==> config.mk <==
export PLATFORM = sky130hd
export DESIGN_NAME = ata_isqrt
export DESIGN_NICKNAME = d
export VERILOG_FILES = /design/src/hw/rtl/ata_pkg.sv /design/src/hw/rtl/ata_isqrt.sv
export SDC_FILE = /design/constraint.sdc
export NUM_CORES = 2
export LEC_CHECK = 0
export BUFFER_PORTS_ARGS = -buffer_cell sky130_fd_sc_hd__buf_2
export CAP_MARGIN = 20
export CORE_ASPECT_RATIO = 1.4
export CORE_MARGIN = 1
export CORE_UTILIZATION = 35
export CTS_BUF_LIST = sky130_fd_sc_hd__clkbuf_4
export CTS_CLUSTER_SIZE = 20
export DETAILED_ROUTE_END_ITERATION = 7
export MAX_ROUTING_LAYER = met4
export PLACE_DENSITY = 0.58
export SYNTH_ARGS = -nofsm -noshare
export SYNTH_HDL_FRONTEND = slang
export SYNTH_SLANG_ARGS = --single-unit
==> constraint.sdc <==
create_clock -name clk -period 6 [get_ports clk]
set_input_delay 1.2 -clock clk [delete_from_list [all_inputs] [get_ports clk]]
set_output_delay 1.2 -clock clk [all_outputs]
set_load 0.03 [all_outputs]
==> src/hw/rtl/ata_pkg.sv <==
`default_nettype none
package ata_pkg;

  localparam int SAMPLE_BITS_DEF = 8;
  localparam int FRAC_BITS       = 16;

  // normalised operands have their top bit at position NORM_W-1
  localparam int NORM_W      = 41;
  localparam int NORM_STAGES = 3;
  localparam int NORM_SH_A [NORM_STAGES] = '{32, 8, 2};
  localparam int NORM_SH_B [NORM_STAGES] = '{16, 4, 1};

  localparam int CORDIC_STEPS = 22;
  localparam int CW           = 44;
  localparam int ZW           = 24;
  localparam int CORDIC_LAT   = NORM_STAGES + CORDIC_STEPS + 1;

  localparam int ANG_W       = 15;
  localparam int MASK_W      = 3;
  localparam int RIGHT_ANGLE = 9000;

  localparam int ROLL_IDX  = 0;
  localparam int PITCH_IDX = 1;
  localparam int TILT_IDX  = 2;

  // atan(2^-i) in 1/25600 degree
  localparam int ATAN_T [CORDIC_STEPS] = '{
    1152000, 680065, 359328, 182400, 91554, 45822, 22916, 11459,
    5730, 2865, 1432, 716, 358, 179, 90, 45, 22, 11, 6, 3, 1, 1
  };

  typedef struct packed {
    logic neg;
    logic zero;
    logic right;
    logic undef;
  } ang_side_t;

endpackage
`default_nettype wire

==> src/hw/rtl/ata_isqrt.sv <==
`default_nettype none
module ata_isqrt import ata_pkg::*; #(
  parameter int SAMPLE_BITS = SAMPLE_BITS_DEF
) (
  input  wire logic                                  clk,
  input  wire logic                                  en,
  input  wire logic [2*SAMPLE_BITS-1:0]              sq,
  output logic [SAMPLE_BITS+FRAC_BITS-1:0]           root
);
  localparam int RW  = SAMPLE_BITS + FRAC_BITS;
  localparam int RM  = RW + 3;
  localparam int SQW = 2 * SAMPLE_BITS;

  // one root bit per stage, radicand is sq with 2*FRAC_BITS zero bits below
  logic [SQW-1:0] sq_r   [RW];
  logic [RM-1:0]  rem_r  [RW];
  logic [RW-1:0]  root_r [RW];

  for (genvar i = 0; i < RW; i++) begin : g_stage
    logic [SQW-1:0] sq_p;
    logic [RM-1:0]  rem_p;
    logic [RW-1:0]  root_p;
    logic [1:0]     pair;
    logic [RM-1:0]  rem2;
    logic [RM-1:0]  trial;
    logic [RM-1:0]  rem_nxt;
    logic [RW-1:0]  root_nxt;

    if (i == 0) begin : g_first
      assign sq_p   = sq;
      assign rem_p  = '0;
      assign root_p = '0;
    end else begin : g_next
      assign sq_p   = sq_r[i-1];
      assign rem_p  = rem_r[i-1];
      assign root_p = root_r[i-1];
    end

    if (i < SAMPLE_BITS) begin : g_bits
      assign pair = sq_p[SQW-1-2*i -: 2];
    end else begin : g_zero
      assign pair = 2'b00;
    end

    always_comb begin
      rem2  = {rem_p[RM-3:0], pair};
      trial = RM'({root_p, 2'b01});
      if (rem2 >= trial) begin
        rem_nxt  = rem2 - trial;
        root_nxt = {root_p[RW-2:0], 1'b1};
      end else begin
        rem_nxt  = rem2;
        root_nxt = {root_p[RW-2:0], 1'b0};
      end
    end

    always_ff @(posedge clk) begin
      if (en) begin
        sq_r[i]   <= sq_p;
        rem_r[i]  <= rem_nxt;
        root_r[i] <= root_nxt;
      end
    end
  end

  assign root = root_r[RW-1];
endmodule
`default_nettype wire

==> reports/metrics.yaml <==
status: "complete, no violations"
met2RoutedLength_um: 50800
clock_latency_ns: 1.11
clk_pin_slew_ns: 0.07
leakage_nw: 20.1
numCtsBuffers: 217
synth-adder-area-share: 0.0851
clk_root_buffer_cell: "clkbuf_4"
ios: 42
pre_cts_ws_ns: 1.97
fin_total_pwr_mw: 16.7
p_per_area_mw_per_mm2: 321
final-hold-violation-count: 0
ant_nets: 0
synth_mux_area_frac: 0.0138
cp-start-kind: "flop"
syn-num-nets: 4324
regToRegEndpoint: "rem_r[1][157]$_DFFE_PP_"
cts.sinks: 883
drt_pass1_iterations: 5
p_clk_frac: 0.295
ys_warn_count: 0
hold_start: "sq[9]"
cp.arrival_ns: 4.77
seqPwrFrac: 0.499
fin_setup_tns_ns: 0
synth_compound_area_frac: 0.111
drive_gt1_frac: 0.116
wl_met3_um: 2920
hold_end: "sq_r[0][9]$_DFFE_PP_"
wl_per_cell_um: 14.3
syn_to_final_growth_pct: 11.0
place.gp.congestion: 0.883
cts_resized: 0
regArea_sq_mm: 0.0265
grt_pass1_vias: 31400
power.switching_mw: 4.80
drv_slew: 0
routed_wl_um: 87600
cts_setup_buffers: 0
fp.dieW_um: 311
via_per_inst: 4.89
die_area_sq_mm: 0.135
worstRegToRegCells: 11
utilization: 0.392
intPower_mw: 11.9
p_comb_frac: 0.206
rrSetupSlack_ns: 2.04
synth_top_family_by_area: "simple AND/OR/NAND/NOR gates"
ys_types: 91
fin_area_sq_mm: 0.0519
fmax_mhz: 253
drt_iter0_markers: 1259
r2r_start: "rem_r[1][109]$_DFFE_PP_"
syn_avg_cell_area_sq_um: 11.7
rows: 158
grt_overflow: 0
tightest_slew_ns: 1.03
worstSetupPathType: "reg -> reg"
layout_commonest_cell: "edfxtp_1"
antenna_found_initial: 2
syn-cell-area_sq_mm: 0.0468
wl_met1_um: 29500
grt_max_degree: 172
synth-simple-area-share: 0.114
place_hpwl_um: 64300
ys_seq_elements: 883
rsz0062_at_grt: "false"
cts_hold_buf: 0
end_kind: "flop"
highest_layer: "met4"
final_cells: 6142
grt_pass1_wl_um: 145000
peakVddDrop_mv: 0.172
fillers: 12800
ys_async_sr_fraction: 0
initial_utilization: 0.353
setup_viol: 0
period_needed_ns: 3.96
clockBufferDepth: 3
hp-class: "in -> reg"
cap_violations: 0
placed_cells: 5762
fp.dieH_um: 434
grt_use_total: 0.135
required_ns: 6.81
swShare: 0.288
final_nets: 4549
finalClockSkew_ns: 0.102
multi_input_area_sq_mm: 0.0185
worst_slack_ns: 2.04
synthCells: 3997
cts_tree: "yes"
placedInstanceArea_sq_mm: 0.0492
layout_common_cells: "edfxtp_1, inv_1, clkbuf_4"
slew_headroom: 0.315
synth-seq-area-share: 0.567
synthXorXnorAreaFrac: 0.0712
cts.htree.levels: 4
finalCritPeriodShare: 0.660
coreArea_sq_mm: 0.132
synth_edf_count: 883
ys.flop_type: "edfxtp_1"
whs_path_depth: 1
io_buffers: 41
crit_fanout: 20
vias: 30100
holdWs_ns: 0.260
drc: 0
==> cells by family (layout without fill, tap and decap cells) <==
| family | count (synthesis) | after routing |
|---|---|---|
| flops | 883 | 883 |
| simple gates | 1072 | 1072 |
| other cells | 1 | 5 |
| buf+inv | 460 | 841 |
| fa+ha+maj | 309 | 309 |
| mux | 58 | 58 |
| compound gates | 834 | 834 |
| xor+xnor | 380 | 380 |
==> worst max-delay path by stage <==
stage | from | depth (start not counted) | endpoint | slack (ns)
2_1_floorplan | rem_r[2][91]$_DFFE_PP_ | 10 | rem_r[2][110]$_DFFE_PP_ | 3.05
6_report | rem_r[1][109]$_DFFE_PP_ | 11 | rem_r[1][157]$_DFFE_PP_ | 2.04
5_1_grt | rem_r[1][109]$_DFFE_PP_ | 11 | rem_r[1][148]$_DFFE_PP_ | 1.60
3_3_place_gp | rem_r[1][109]$_DFFE_PP_ | 11 | rem_r[1][157]$_DFFE_PP_ | 1.99
4_1_cts | rem_r[1][109]$_DFFE_PP_ | 11 | rem_r[1][157]$_DFFE_PP_ | 1.94
3_5_place_dp | rem_r[1][109]$_DFFE_PP_ | 11 | rem_r[1][157]$_DFFE_PP_ | 1.97
==> sequential cells by signal (all words and copies together) (netlist names) <==
register / count
root_r: 284
sq_r: 56
rem_r: 543
==> synthesized netlist by cell type, drive strengths merged (15+ instances only) <==
cell type	n	share of area
xor2	213	0.040
nand2b	63	0.0084
or2	21	0.0028
o21bai	17	0.0027
inv	395	0.032
o31ai	25	0.0041
nand4	27	0.0039
fa	15	0.0064
xnor2	167	0.031
nor3	137	0.015
nor2b	45	0.0061
or4	22	0.0036
nand2	291	0.023
a211oi	18	0.0030
nor2	253	0.020
mux2	51	0.012
nand3	46	0.0049
ha	294	0.079
o21ai	255	0.027
a31oi	16	0.0021
or3	44	0.0061
a21o	85	0.014
buf	26	0.0031
clkbuf	38	0.0031
nor4	47	0.0069
o21a	61	0.0098
a21oi	246	0.026
edfxtp	883	0.57
==> critical path, cell delays in order (launching register included) <==
cell      delay, ns
edfxtp_1       0.43
ha_1           0.32
a21o_1         0.16
a21oi_1        0.22
o21ai_0        0.21
a21oi_1        0.27
o21ai_1        0.19
o31ai_1        0.20
and4_1         0.62
clkinv_1       0.71
nand4_1        0.31
xnor2_1        0.08
==> area by class of cell <==
class / instances / share of cell area
clock inverter: 72 / 0.00858
timing repair buffer: 70 / 0.00945
multi-input combinational: 2654 / 0.356
antenna: 4 / 0.000193
clock buffer: 303 / 0.0438
sequential: 883 / 0.511
inverter: 396 / 0.0286
tap: 1760 / 0.0424
==> layer usage <==
layer | vias up | track usage
met4 | 0 | 0.0846
met1 | 14200 | 0.111
met2 | 508 | 0.271
li1 | 15100 | -
met3 | 265 | 0.0267
met5 | - | -
==> power groups by stage <==
stage / Clock, mW / Combinational [mW] / Sequential [mW]
final: 4.91 / 3.43 / 8.32
after detailed placement: 0 / 3.44 / 8.45
after global placement: 0 / 3.38 / 8.44
after global routing: 5.42 / 3.87 / 8.41
after floorplan: 0 / 2.63 / 8.30
after CTS: 5.16 / 3.46 / 8.32
No activity file was read; power rests on OpenSTA's default activity.
